<file path="src/hdl/rotated_tile_edge_match_top_defines.svh">
// assertion macros for the rotated tile edge matcher
// used by the controller, no other dependencies
`ifndef ROTATED_TILE_EDGE_MATCH_TOP_DEFINES_SVH
`define ROTATED_TILE_EDGE_MATCH_TOP_DEFINES_SVH

// same-cycle implication, disabled in reset
`define RTEM_ASSERT_IMPL(label, clk, rst_n, ante, cons) \
  label: assert property (@(posedge clk) disable iff (!rst_n) (ante) |-> (cons)) \
    else $error("rtem assertion failed");

// next-cycle implication, disabled in reset
`define RTEM_ASSERT_NEXT(label, clk, rst_n, ante, cons) \
  label: assert property (@(posedge clk) disable iff (!rst_n) (ante) |=> (cons)) \
    else $error("rtem assertion failed");

`endif

</file>
<file path="src/hdl/rtem_pkg.sv">
// shared types and constants for the rotated tile edge matcher
// no dependencies
package rtem_pkg;

  localparam int TILE_COUNT  = 16;
  localparam int COLOR_COUNT = 31;
  localparam int SIDES       = 4;

  localparam int TILE_W  = 4;
  localparam int ROT_W   = 2;
  localparam int IDX_W   = TILE_W + ROT_W;
  localparam int COLOR_W = 5;
  localparam int EDGES_W = SIDES * COLOR_W;

  localparam logic [TILE_W:0]    TILE_LIMIT = (TILE_W + 1)'(TILE_COUNT);
  localparam logic [COLOR_W-1:0] WILDCARD   = COLOR_W'(COLOR_COUNT);
  localparam logic [IDX_W-1:0]   SCAN_LAST  = IDX_W'(TILE_COUNT * SIDES - 1);
  localparam logic [ROT_W-1:0]   ROT_LAST   = ROT_W'(SIDES - 1);

  localparam logic [1:0] OP_LOAD      = 2'd0;
  localparam logic [1:0] OP_QUERY_ALL = 2'd1;
  localparam logic [1:0] OP_QUERY_ID  = 2'd2;

  typedef enum logic [1:0] {
    ST_IDLE,
    ST_SCAN,
    ST_FLUSH
  } state_t;

  typedef struct packed {
    logic accept;
    logic write_tile;
    logic start;
    logic advance;
    logic take_cand;
    logic push_pend;
    logic push_last;
    logic push_cand;
    logic push_none;
  } ctrl_cmd_t;

  typedef struct packed {
    logic       in_valid;
    logic [1:0] in_op;
    logic       hit;
    logic       at_end;
    logic       mode_id;
    logic       pend_valid;
    logic       out_free;
  } dp_status_t;

endpackage

</file>
<file path="src/hdl/rtem_if.sv">
// handshake channel interfaces for the rotated tile edge matcher
// depends on rtem_pkg
interface rtem_in_if
  import rtem_pkg::*;
();
  logic               valid;
  logic               ready;
  logic [1:0]         op;
  logic [TILE_W-1:0]  tile_slot;
  logic [COLOR_W-1:0] edge_one;
  logic [COLOR_W-1:0] edge_two;
  logic [COLOR_W-1:0] edge_three;
  logic [COLOR_W-1:0] edge_four;
  logic [COLOR_W-1:0] want_west;
  logic [COLOR_W-1:0] want_north;
  logic [COLOR_W-1:0] want_east;
  logic [COLOR_W-1:0] want_south;
  logic [TILE_W-1:0]  want_tile;

  modport source (
    output valid, op, tile_slot, edge_one, edge_two, edge_three, edge_four,
           want_west, want_north, want_east, want_south, want_tile,
    input  ready
  );
  modport sink (
    input  valid, op, tile_slot, edge_one, edge_two, edge_three, edge_four,
           want_west, want_north, want_east, want_south, want_tile,
    output ready
  );
endinterface

interface rtem_out_if
  import rtem_pkg::*;
();
  logic               valid;
  logic               ready;
  logic               found;
  logic [TILE_W-1:0]  tile_number;
  logic [ROT_W-1:0]   rotation;
  logic [IDX_W-1:0]   rotated_index;
  logic [COLOR_W-1:0] got_west;
  logic [COLOR_W-1:0] got_north;
  logic [COLOR_W-1:0] got_east;
  logic [COLOR_W-1:0] got_south;
  logic               last;

  modport source (
    output valid, found, tile_number, rotation, rotated_index,
           got_west, got_north, got_east, got_south, last,
    input  ready
  );
  modport sink (
    input  valid, found, tile_number, rotation, rotated_index,
           got_west, got_north, got_east, got_south, last,
    output ready
  );
endinterface

</file>
<file path="src/hdl/rtem_datapath.sv">
// tile table, scan index, pending match and output register
// depends on rtem_pkg and rtem_if
module rtem_datapath
  import rtem_pkg::*;
(
  input  logic        clk,
  input  logic        rst_n,
  input  ctrl_cmd_t   cmd,
  output dp_status_t  st,
  rtem_in_if.sink     in_chan,
  rtem_out_if.source  out_chan
);

  logic [EDGES_W-1:0]    tile_edges_r [TILE_COUNT];
  logic [TILE_COUNT-1:0] tile_loaded_r;

  logic                  mode_id_r;
  logic [COLOR_W-1:0]    want_r [SIDES];
  logic [IDX_W-1:0]      idx_r;

  logic                  pend_valid_r;
  logic [IDX_W-1:0]      pend_idx_r;
  logic [COLOR_W-1:0]    pend_got_r [SIDES];

  logic                  out_valid_r;
  logic                  out_found_r;
  logic [IDX_W-1:0]      out_idx_r;
  logic [COLOR_W-1:0]    out_got_r [SIDES];
  logic                  out_last_r;

  logic [TILE_W-1:0]     cand_tile;
  logic [ROT_W-1:0]      cand_rot;
  logic                  cand_in_range;
  logic [EDGES_W-1:0]    cand_edges;
  logic [COLOR_W-1:0]    cand_got [SIDES];
  logic                  cand_ok;
  logic                  slot_in_range;

  assign cand_tile     = idx_r[IDX_W-1:ROT_W];
  assign cand_rot      = idx_r[ROT_W-1:0];
  assign cand_in_range = {1'b0, cand_tile} < TILE_LIMIT;
  assign cand_edges    = tile_edges_r[cand_tile];
  assign slot_in_range = {1'b0, in_chan.tile_slot} < TILE_LIMIT;

  // rotation k puts edge (s - k) mod 4 on side s
  always_comb begin
    logic [ROT_W-1:0] src;
    cand_ok = cand_in_range && tile_loaded_r[cand_tile];
    for (int s = 0; s < SIDES; s++) begin
      src         = ROT_W'(s) - cand_rot;
      cand_got[s] = cand_edges[src*COLOR_W +: COLOR_W];
      if (!(cand_got[s] == want_r[s] || want_r[s] == WILDCARD)) begin
        cand_ok = 1'b0;
      end
    end
  end

  // tile table
  always_ff @(posedge clk) begin
    if (cmd.write_tile && slot_in_range) begin
      tile_edges_r[in_chan.tile_slot] <= {in_chan.edge_four, in_chan.edge_three,
                                          in_chan.edge_two, in_chan.edge_one};
    end
  end

  always_ff @(posedge clk) begin
    if (!rst_n) begin
      tile_loaded_r <= '0;
    end else if (cmd.write_tile && slot_in_range) begin
      tile_loaded_r[in_chan.tile_slot] <= 1'b1;
    end
  end

  // query registers and scan index
  always_ff @(posedge clk) begin
    if (cmd.start) begin
      mode_id_r <= (in_chan.op == OP_QUERY_ID);
      want_r[0] <= in_chan.want_west;
      want_r[1] <= in_chan.want_north;
      want_r[2] <= in_chan.want_east;
      want_r[3] <= in_chan.want_south;
      idx_r     <= (in_chan.op == OP_QUERY_ID) ? {in_chan.want_tile, ROT_W'(0)} : '0;
    end else if (cmd.advance) begin
      idx_r <= idx_r + IDX_W'(1);
    end
  end

  // pending match, held until the next match or the end of the scan
  always_ff @(posedge clk) begin
    if (!rst_n) begin
      pend_valid_r <= 1'b0;
    end else if (cmd.start) begin
      pend_valid_r <= 1'b0;
    end else if (cmd.take_cand) begin
      pend_valid_r <= 1'b1;
    end else if (cmd.push_pend && cmd.push_last) begin
      pend_valid_r <= 1'b0;
    end
  end

  always_ff @(posedge clk) begin
    if (cmd.take_cand) begin
      pend_idx_r <= idx_r;
      pend_got_r <= cand_got;
    end
  end

  // output register
  always_ff @(posedge clk) begin
    if (!rst_n) begin
      out_valid_r <= 1'b0;
    end else if (cmd.push_pend || cmd.push_cand || cmd.push_none) begin
      out_valid_r <= 1'b1;
    end else if (out_chan.ready) begin
      out_valid_r <= 1'b0;
    end
  end

  always_ff @(posedge clk) begin
    if (cmd.push_pend) begin
      out_found_r <= 1'b1;
      out_idx_r   <= pend_idx_r;
      out_got_r   <= pend_got_r;
      out_last_r  <= cmd.push_last;
    end else if (cmd.push_cand) begin
      out_found_r <= 1'b1;
      out_idx_r   <= idx_r;
      out_got_r   <= cand_got;
      out_last_r  <= 1'b1;
    end else if (cmd.push_none) begin
      out_found_r <= 1'b0;
      out_idx_r   <= '0;
      for (int s = 0; s < SIDES; s++) begin
        out_got_r[s] <= '0;
      end
      out_last_r  <= 1'b1;
    end
  end

  assign in_chan.ready          = cmd.accept;
  assign out_chan.valid         = out_valid_r;
  assign out_chan.found         = out_found_r;
  assign out_chan.tile_number   = out_idx_r[IDX_W-1:ROT_W];
  assign out_chan.rotation      = out_idx_r[ROT_W-1:0];
  assign out_chan.rotated_index = out_idx_r;
  assign out_chan.got_west      = out_got_r[0];
  assign out_chan.got_north     = out_got_r[1];
  assign out_chan.got_east      = out_got_r[2];
  assign out_chan.got_south     = out_got_r[3];
  assign out_chan.last          = out_last_r;

  assign st.in_valid   = in_chan.valid;
  assign st.in_op      = in_chan.op;
  assign st.hit        = cand_ok;
  assign st.at_end     = mode_id_r ? (cand_rot == ROT_LAST) : (idx_r == SCAN_LAST);
  assign st.mode_id    = mode_id_r;
  assign st.pend_valid = pend_valid_r;
  assign st.out_free   = !out_valid_r || out_chan.ready;

endmodule

</file>
<file path="src/hdl/rtem_ctrl.sv">
// scan controller state machine for the rotated tile edge matcher
// depends on rtem_pkg and the assertion macro header
`include "rotated_tile_edge_match_top_defines.svh"

module rtem_ctrl
  import rtem_pkg::*;
(
  input  logic       clk,
  input  logic       rst_n,
  input  dp_status_t st,
  output ctrl_cmd_t  cmd
);

  state_t state_r;
  state_t state_nxt;

  always_ff @(posedge clk) begin
    if (!rst_n) begin
      state_r <= ST_IDLE;
    end else begin
      state_r <= state_nxt;
    end
  end

  always_comb begin
    state_nxt = state_r;
    cmd       = '0;
    unique case (state_r)
      ST_IDLE: begin
        cmd.accept = 1'b1;
        if (st.in_valid) begin
          unique case (st.in_op) inside
            OP_LOAD: cmd.write_tile = 1'b1;
            OP_QUERY_ALL, OP_QUERY_ID: begin
              cmd.start = 1'b1;
              state_nxt = ST_SCAN;
            end
            default: ;
          endcase
        end
      end
      ST_SCAN: begin
        if (st.hit && st.mode_id) begin
          // first match of the wanted tile ends the query
          if (st.out_free) begin
            cmd.push_cand = 1'b1;
            state_nxt     = ST_IDLE;
          end
        end else if (st.hit && st.pend_valid) begin
          if (st.out_free) begin
            cmd.push_pend = 1'b1;
            cmd.take_cand = 1'b1;
            cmd.advance   = 1'b1;
            if (st.at_end) begin
              state_nxt = ST_FLUSH;
            end
          end
        end else begin
          cmd.take_cand = st.hit;
          cmd.advance   = 1'b1;
          if (st.at_end) begin
            state_nxt = ST_FLUSH;
          end
        end
      end
      ST_FLUSH: begin
        if (st.out_free) begin
          cmd.push_pend = st.pend_valid;
          cmd.push_last = st.pend_valid;
          cmd.push_none = !st.pend_valid;
          state_nxt     = ST_IDLE;
        end
      end
      default: state_nxt = ST_IDLE;
    endcase
  end

  logic [2:0] push_vec;
  logic       push_any;

  assign push_vec = {cmd.push_pend, cmd.push_cand, cmd.push_none};
  assign push_any = |push_vec;

  `RTEM_ASSERT_IMPL(a_push_needs_room, clk, rst_n, push_any, st.out_free)
  `RTEM_ASSERT_IMPL(a_single_push, clk, rst_n, 1'b1, $onehot0(push_vec))
  `RTEM_ASSERT_IMPL(a_pending_kept, clk, rst_n, cmd.take_cand && st.pend_valid, cmd.push_pend)
  `RTEM_ASSERT_NEXT(a_flush_ends_query, clk, rst_n, state_r == ST_FLUSH && st.out_free, state_r == ST_IDLE)

endmodule

</file>
<file path="src/hdl/rotated_tile_edge_match_top.sv">
// top level of the rotated tile edge matcher
// depends on rtem_pkg, rtem_if, rtem_ctrl and rtem_datapath

// Holds 16 tiles of four 5-bit edge colours and answers queries on them. Once a
// query is accepted, the controller walks the register table one rotated tile
// per cycle while the scan is not waiting: all 64 rotated tiles for a query of
// all matches, at most 4 for a query of one tile id, then it delivers the final
// result. A query of all matches sends every match as a transaction of its own,
// the last one marked; a query of one tile id sends only its first match, marked
// last. A query with no match gives a single transaction with found clear. A new
// transaction is taken only when the previous query has ended; the scan waits
// whenever a result is ready and the output register is still held.
module rotated_tile_edge_match_top
  import rtem_pkg::*;
(
  input  logic       clk,
  input  logic       rst_n,
  rtem_in_if.sink    in_chan,
  rtem_out_if.source out_chan
);

  ctrl_cmd_t  cmd;
  dp_status_t st;

  rtem_ctrl u_ctrl (
    .clk   (clk),
    .rst_n (rst_n),
    .st    (st),
    .cmd   (cmd)
  );

  rtem_datapath u_datapath (
    .clk      (clk),
    .rst_n    (rst_n),
    .cmd      (cmd),
    .st       (st),
    .in_chan  (in_chan),
    .out_chan (out_chan)
  );

endmodule
</file>
<file path="src/flat_wrapper.sv">
// flat-port wrapper written by rule: the top's interface ports become plain ports
module rotated_tile_edge_match_top_flat import rtem_pkg::*;
  (clk, rst_n, in_chan_valid, in_chan_op, in_chan_tile_slot, in_chan_edge_one, in_chan_edge_two, in_chan_edge_three, in_chan_edge_four, in_chan_want_west, in_chan_want_north, in_chan_want_east, in_chan_want_south, in_chan_want_tile, in_chan_ready, out_chan_valid, out_chan_found, out_chan_tile_number, out_chan_rotation, out_chan_rotated_index, out_chan_got_west, out_chan_got_north, out_chan_got_east, out_chan_got_south, out_chan_last, out_chan_ready);
  rtem_in_if in_chan_i ();
  rtem_out_if out_chan_i ();
  input  logic clk;
  input  logic rst_n;
  input wire logic [$bits(in_chan_i.valid)-1:0] in_chan_valid;
  input wire logic [$bits(in_chan_i.op)-1:0] in_chan_op;
  input wire logic [$bits(in_chan_i.tile_slot)-1:0] in_chan_tile_slot;
  input wire logic [$bits(in_chan_i.edge_one)-1:0] in_chan_edge_one;
  input wire logic [$bits(in_chan_i.edge_two)-1:0] in_chan_edge_two;
  input wire logic [$bits(in_chan_i.edge_three)-1:0] in_chan_edge_three;
  input wire logic [$bits(in_chan_i.edge_four)-1:0] in_chan_edge_four;
  input wire logic [$bits(in_chan_i.want_west)-1:0] in_chan_want_west;
  input wire logic [$bits(in_chan_i.want_north)-1:0] in_chan_want_north;
  input wire logic [$bits(in_chan_i.want_east)-1:0] in_chan_want_east;
  input wire logic [$bits(in_chan_i.want_south)-1:0] in_chan_want_south;
  input wire logic [$bits(in_chan_i.want_tile)-1:0] in_chan_want_tile;
  output wire logic [$bits(in_chan_i.ready)-1:0] in_chan_ready;
  output wire logic [$bits(out_chan_i.valid)-1:0] out_chan_valid;
  output wire logic [$bits(out_chan_i.found)-1:0] out_chan_found;
  output wire logic [$bits(out_chan_i.tile_number)-1:0] out_chan_tile_number;
  output wire logic [$bits(out_chan_i.rotation)-1:0] out_chan_rotation;
  output wire logic [$bits(out_chan_i.rotated_index)-1:0] out_chan_rotated_index;
  output wire logic [$bits(out_chan_i.got_west)-1:0] out_chan_got_west;
  output wire logic [$bits(out_chan_i.got_north)-1:0] out_chan_got_north;
  output wire logic [$bits(out_chan_i.got_east)-1:0] out_chan_got_east;
  output wire logic [$bits(out_chan_i.got_south)-1:0] out_chan_got_south;
  output wire logic [$bits(out_chan_i.last)-1:0] out_chan_last;
  input wire logic [$bits(out_chan_i.ready)-1:0] out_chan_ready;
  assign in_chan_i.valid = in_chan_valid;
  assign in_chan_i.op = in_chan_op;
  assign in_chan_i.tile_slot = in_chan_tile_slot;
  assign in_chan_i.edge_one = in_chan_edge_one;
  assign in_chan_i.edge_two = in_chan_edge_two;
  assign in_chan_i.edge_three = in_chan_edge_three;
  assign in_chan_i.edge_four = in_chan_edge_four;
  assign in_chan_i.want_west = in_chan_want_west;
  assign in_chan_i.want_north = in_chan_want_north;
  assign in_chan_i.want_east = in_chan_want_east;
  assign in_chan_i.want_south = in_chan_want_south;
  assign in_chan_i.want_tile = in_chan_want_tile;
  assign in_chan_ready = in_chan_i.ready;
  assign out_chan_valid = out_chan_i.valid;
  assign out_chan_found = out_chan_i.found;
  assign out_chan_tile_number = out_chan_i.tile_number;
  assign out_chan_rotation = out_chan_i.rotation;
  assign out_chan_rotated_index = out_chan_i.rotated_index;
  assign out_chan_got_west = out_chan_i.got_west;
  assign out_chan_got_north = out_chan_i.got_north;
  assign out_chan_got_east = out_chan_i.got_east;
  assign out_chan_got_south = out_chan_i.got_south;
  assign out_chan_last = out_chan_i.last;
  assign out_chan_i.ready = out_chan_ready;
  rotated_tile_edge_match_top u_core (.clk(clk), .rst_n(rst_n), .in_chan(in_chan_i), .out_chan(out_chan_i));
endmodule
</file>
<file path="config.mk">
export PLATFORM = sky130hd
export DESIGN_NAME = rotated_tile_edge_match_top_flat
export DESIGN_NICKNAME = d
export VERILOG_FILES = /design/src/hdl/rtem_pkg.sv /design/src/hdl/rtem_if.sv /design/src/hdl/rtem_datapath.sv /design/src/hdl/rtem_ctrl.sv /design/src/hdl/rotated_tile_edge_match_top.sv /design/src/flat_wrapper.sv
export VERILOG_INCLUDE_DIRS = /design/src /design/src/hdl
export SDC_FILE = /design/constraint.sdc
export NUM_CORES = 1
export LEC_CHECK = 0
export BUFFER_PORTS_ARGS = -buffer_cell sky130_fd_sc_hd__buf_4
export CORE_MARGIN = 5
export CORE_UTILIZATION = 55
export CTS_CLUSTER_SIZE = 8
export DETAILED_ROUTE_END_ITERATION = 10
export PLACE_DENSITY = 0.84
export SYNTH_ARGS = -nofsm -noshare
export SYNTH_HDL_FRONTEND = slang
export SYNTH_SLANG_ARGS = --single-unit
export TNS_END_PERCENT = 10
</file>
<file path="constraint.sdc">
create_clock -name clk -period 6.05 [get_ports clk]
set_input_delay 0 -clock clk [delete_from_list [all_inputs] [get_ports clk]]
set_output_delay 0 -clock clk [all_outputs]
set_load 0.02 [all_outputs]
</file>
==> run metrics <==
register area share after synthesis 0.658; Pre-Repair DR Iteration Count 6; Async SR Flop Fraction 0; critical path capture point type flip-flop; total power density per cell area 468 mW/mm2; vias in the first global route 12100; final period utilization 0.892; Hold-fix buffers, CTS 54; Data required, critical path around 6300 ps; Worst slew margin 0.329; initial core utilization 0.554; Area Overhead vs Synth 17.1%; Worst R2R Start u_core.u_datapath.idx_r[1]; commonest cells in the netlist edfxtp_1, mux2i_1, nor2_1; mux contribution to synthesized area 0.143; Pleak approximately 8.0 nW; Core Util, Final 0.648; EDFF count, synth 400; drc violations 0; layout cells sized above 1 0.198; critical path type flip-flop to flip-flop; GRT Total Usage 0.248; nets around 1500; starting DRC count in detailed routing approximately 1500; RSZ-0062 raised after global routing false; Synth Cell Area 0.0190 mm2; syn_area_per_cell approximately 15 um2; Rows 68; top cell type's share of synthesized area 0.631; worst skew pair latency 610 ps; Hold Fails Final Rpt 0; Net Sw Frac 0.360; clock-pin slew on the worst setup and hold paths ~50 ps; # setup viols final 0; die span in y roughly 200 um; Main synth FF type edfxtp_1; area leader, netlist edfxtp_1; vias per cell about 6.4; clock share of power 0.276; Synthesized Nets between 1000 and 1500; largest net degree at the start of global routing about 60; final WL ~48000 um; Hold Path Stages 3; Chip Width ~200 um; largest family of logic cells by synthesized area multiplexers; synth top area cells edfxtp_1, mux2i_1, mux4_2; ANT nets after route 0; area of the multi-input gates slightly below 0.006 mm2; fmax 185 MHz; via count approximately 12000; total power approximately 10 mW; top-count cell post-synth edfxtp_1; Sequential Power Share 0.342; Internal 6.67 mW; Bufs on Longest Clock Path 3; Critical Path Start u_core.u_datapath.idx_r[1]; R2R depth 15; core area 0.0344 mm2; Post-Syn Instances about 1300; CP Launch Type flip-flop; Post-Synth Simple-Gate Area 0.0932; antenna cells 0; first-pass GRT wire length 73300 um; Setup TNS 0 ps; setup repair bufs after CTS 0; Hold WS 52.6 ps; post-synthesis compound-gate area fraction 0.0585; adder and majority cell fraction of the synthesized area 0.00460; switching power around 3.7 mW; Layout Cell Area excl Fill between 0.02 and 0.025 mm2; initial antenna violation count 1; Die Area approximately 0.038 mm2; worst hold start in_chan_valid; Area after DPL about 0.020 mm2; # IOs 90; Synth warnings 0; status finished clean; wire per inst 25.1 um; Clock Sinks ~430; filler instances 2316; port buffer count between 80 and 90; Netlist cell types between 70 and 80; worst-margin pin slew 1010 ps; # H-tree levels 2; worst hold path type primary input to flip-flop; GP Congestion roughly 1; Synth Register Bits about 430; XOR/XNOR share of the synthesized area 0.0101; Clock Skew between 40 and 50 ps; CTS Buf Count just under 60; TritonCTS clock tree done; post-CTS resize count 0; minimum clock period 5400 ps; max_cap viols 0; fin. max-slew vios 0; worst vdd ir ~0.00026 V; root buffer cell clkbuf_16; sequential cell area 0.0125 mm2; Max Fanout on Critical Path 30; Post-DP HPWL approximately 30000 um; crit path DAT between 5000 and 6000 ps; Comb power frac 0.382; gr ovfl total 0
==> through the flow <==
| stage | instances | setup WS (ps) |
|---|---|---|
| after floorplan | 1284 | 113 |
| after global placement | 1797 | 885 |
| after detailed placement | 1797 | 850 |
| after CTS | 1927 | 818 |
| after global routing | 1927 | 608 |
| final | 1927 | 652 |
==> cells in the final DEF, fill, tap and decap left out, drive strengths merged, types with 9 or more instances in the layout <==
cell type,synthesis,layout
a22oi,52,52
nor2,98,98
nor2b,11,11
buf,48,130
and2,12,12
dlygate4sd3,0,54
o21ai,23,23
nor3,15,15
inv,30,32
nand2b,9,9
nand2,69,69
mux4,38,38
edfxtp,400,400
mux2i,133,133
o22ai,9,9
mux2,46,46
a21oi,22,22
and3,25,25
nand3,70,70
nand4,14,14
clkbuf,24,72
o2111ai,9,9
xnor2,16,16
dfxtp,25,25
==> cell families (layout without fill, tap and decap cells) <==
family                     Yosys count  count (layout)
xor gates and xnor gates            21              21
buffers and inverters              104             292
muxes                              217             217
DFF                                425             425
AOI/OAI and AO/OA                  155             155
and+or+nand+nor                    355             355
adders and majority gates            7               7
==> layout make-up <==
type                    instances  share of cell area
flip-flops and latches        425               0.562
clock buffers                  72              0.0685
clock inverters                 4             0.00253
inverters                      32             0.00539
well taps                     455              0.0256
repair buffers                184              0.0687
multi-input cells             755               0.267
==> state kept, by name, summed over array words and instances, names as in the netlist, named ones only <==
signal,flops
u_core.u_ctrl.state_r,2
u_core.u_datapath.idx_r,6
u_core.u_datapath.mode_id_r,1
u_core.u_datapath.out_chan.found,1
u_core.u_datapath.out_chan.got_east,5
u_core.u_datapath.out_chan.got_north,5
u_core.u_datapath.out_chan.got_south,5
u_core.u_datapath.out_chan.got_west,5
u_core.u_datapath.out_chan.last,1
u_core.u_datapath.out_chan.rotated_index,6
u_core.u_datapath.out_chan.valid,1
u_core.u_datapath.pend_got_r,20
u_core.u_datapath.pend_idx_r,6
u_core.u_datapath.pend_valid_r,1
u_core.u_datapath.tile_edges_r,320
u_core.u_datapath.tile_loaded_r,16
u_core.u_datapath.want_r,20
==> layer usage <==
layer / GRT usage / wire, um
met1: 0.345 / 18700
met2: 0.390 / 22400
met3: 0.0513 / 5240
met4: 0.0923 / 1990
met5: 0 / 13
==> power by group through the flow <==
| stage | logic (mW) | clock network [mW] | registers, mW |
|---|---|---|---|
| final | 3.98 | 2.87 | 3.56 |
| after global routing | 4.21 | 3.04 | 3.57 |
| after floorplan | 3.02 | 0 | 3.47 |
| after CTS | 3.87 | 2.89 | 3.56 |
| after detailed placement | 3.81 | 0 | 3.61 |
| after global placement | 3.73 | 0 | 3.61 |
==> worst max-delay path, cell delays in order (launching register included) <==
cell and delay [ps]:
edfxtp_1 840, ha_1 380, inv_1 500, nor4_1 130, or3_1 350, nor3b_1 500, nand2_1 200, clkinv_1 100
o2111ai_1 130, nor4_2 390, o22ai_1 270, nor4_1 340, o2111ai_2 130, buf_4 280, o211ai_1 130, buf_4 340
==> final timing paths <==
kind	endpoint	slack, ps
worst max-delay path	u_core.u_datapath.out_chan.got_east[0]	650
worst min-delay path	u_core.u_datapath.want_r[3][3]	50
worst max register to register	u_core.u_datapath.out_chan.got_east[0]	650
worst min register to register	u_core.u_datapath.tile_loaded_r[10]	470
Note: power is estimated with default switching activity, not from simulation.
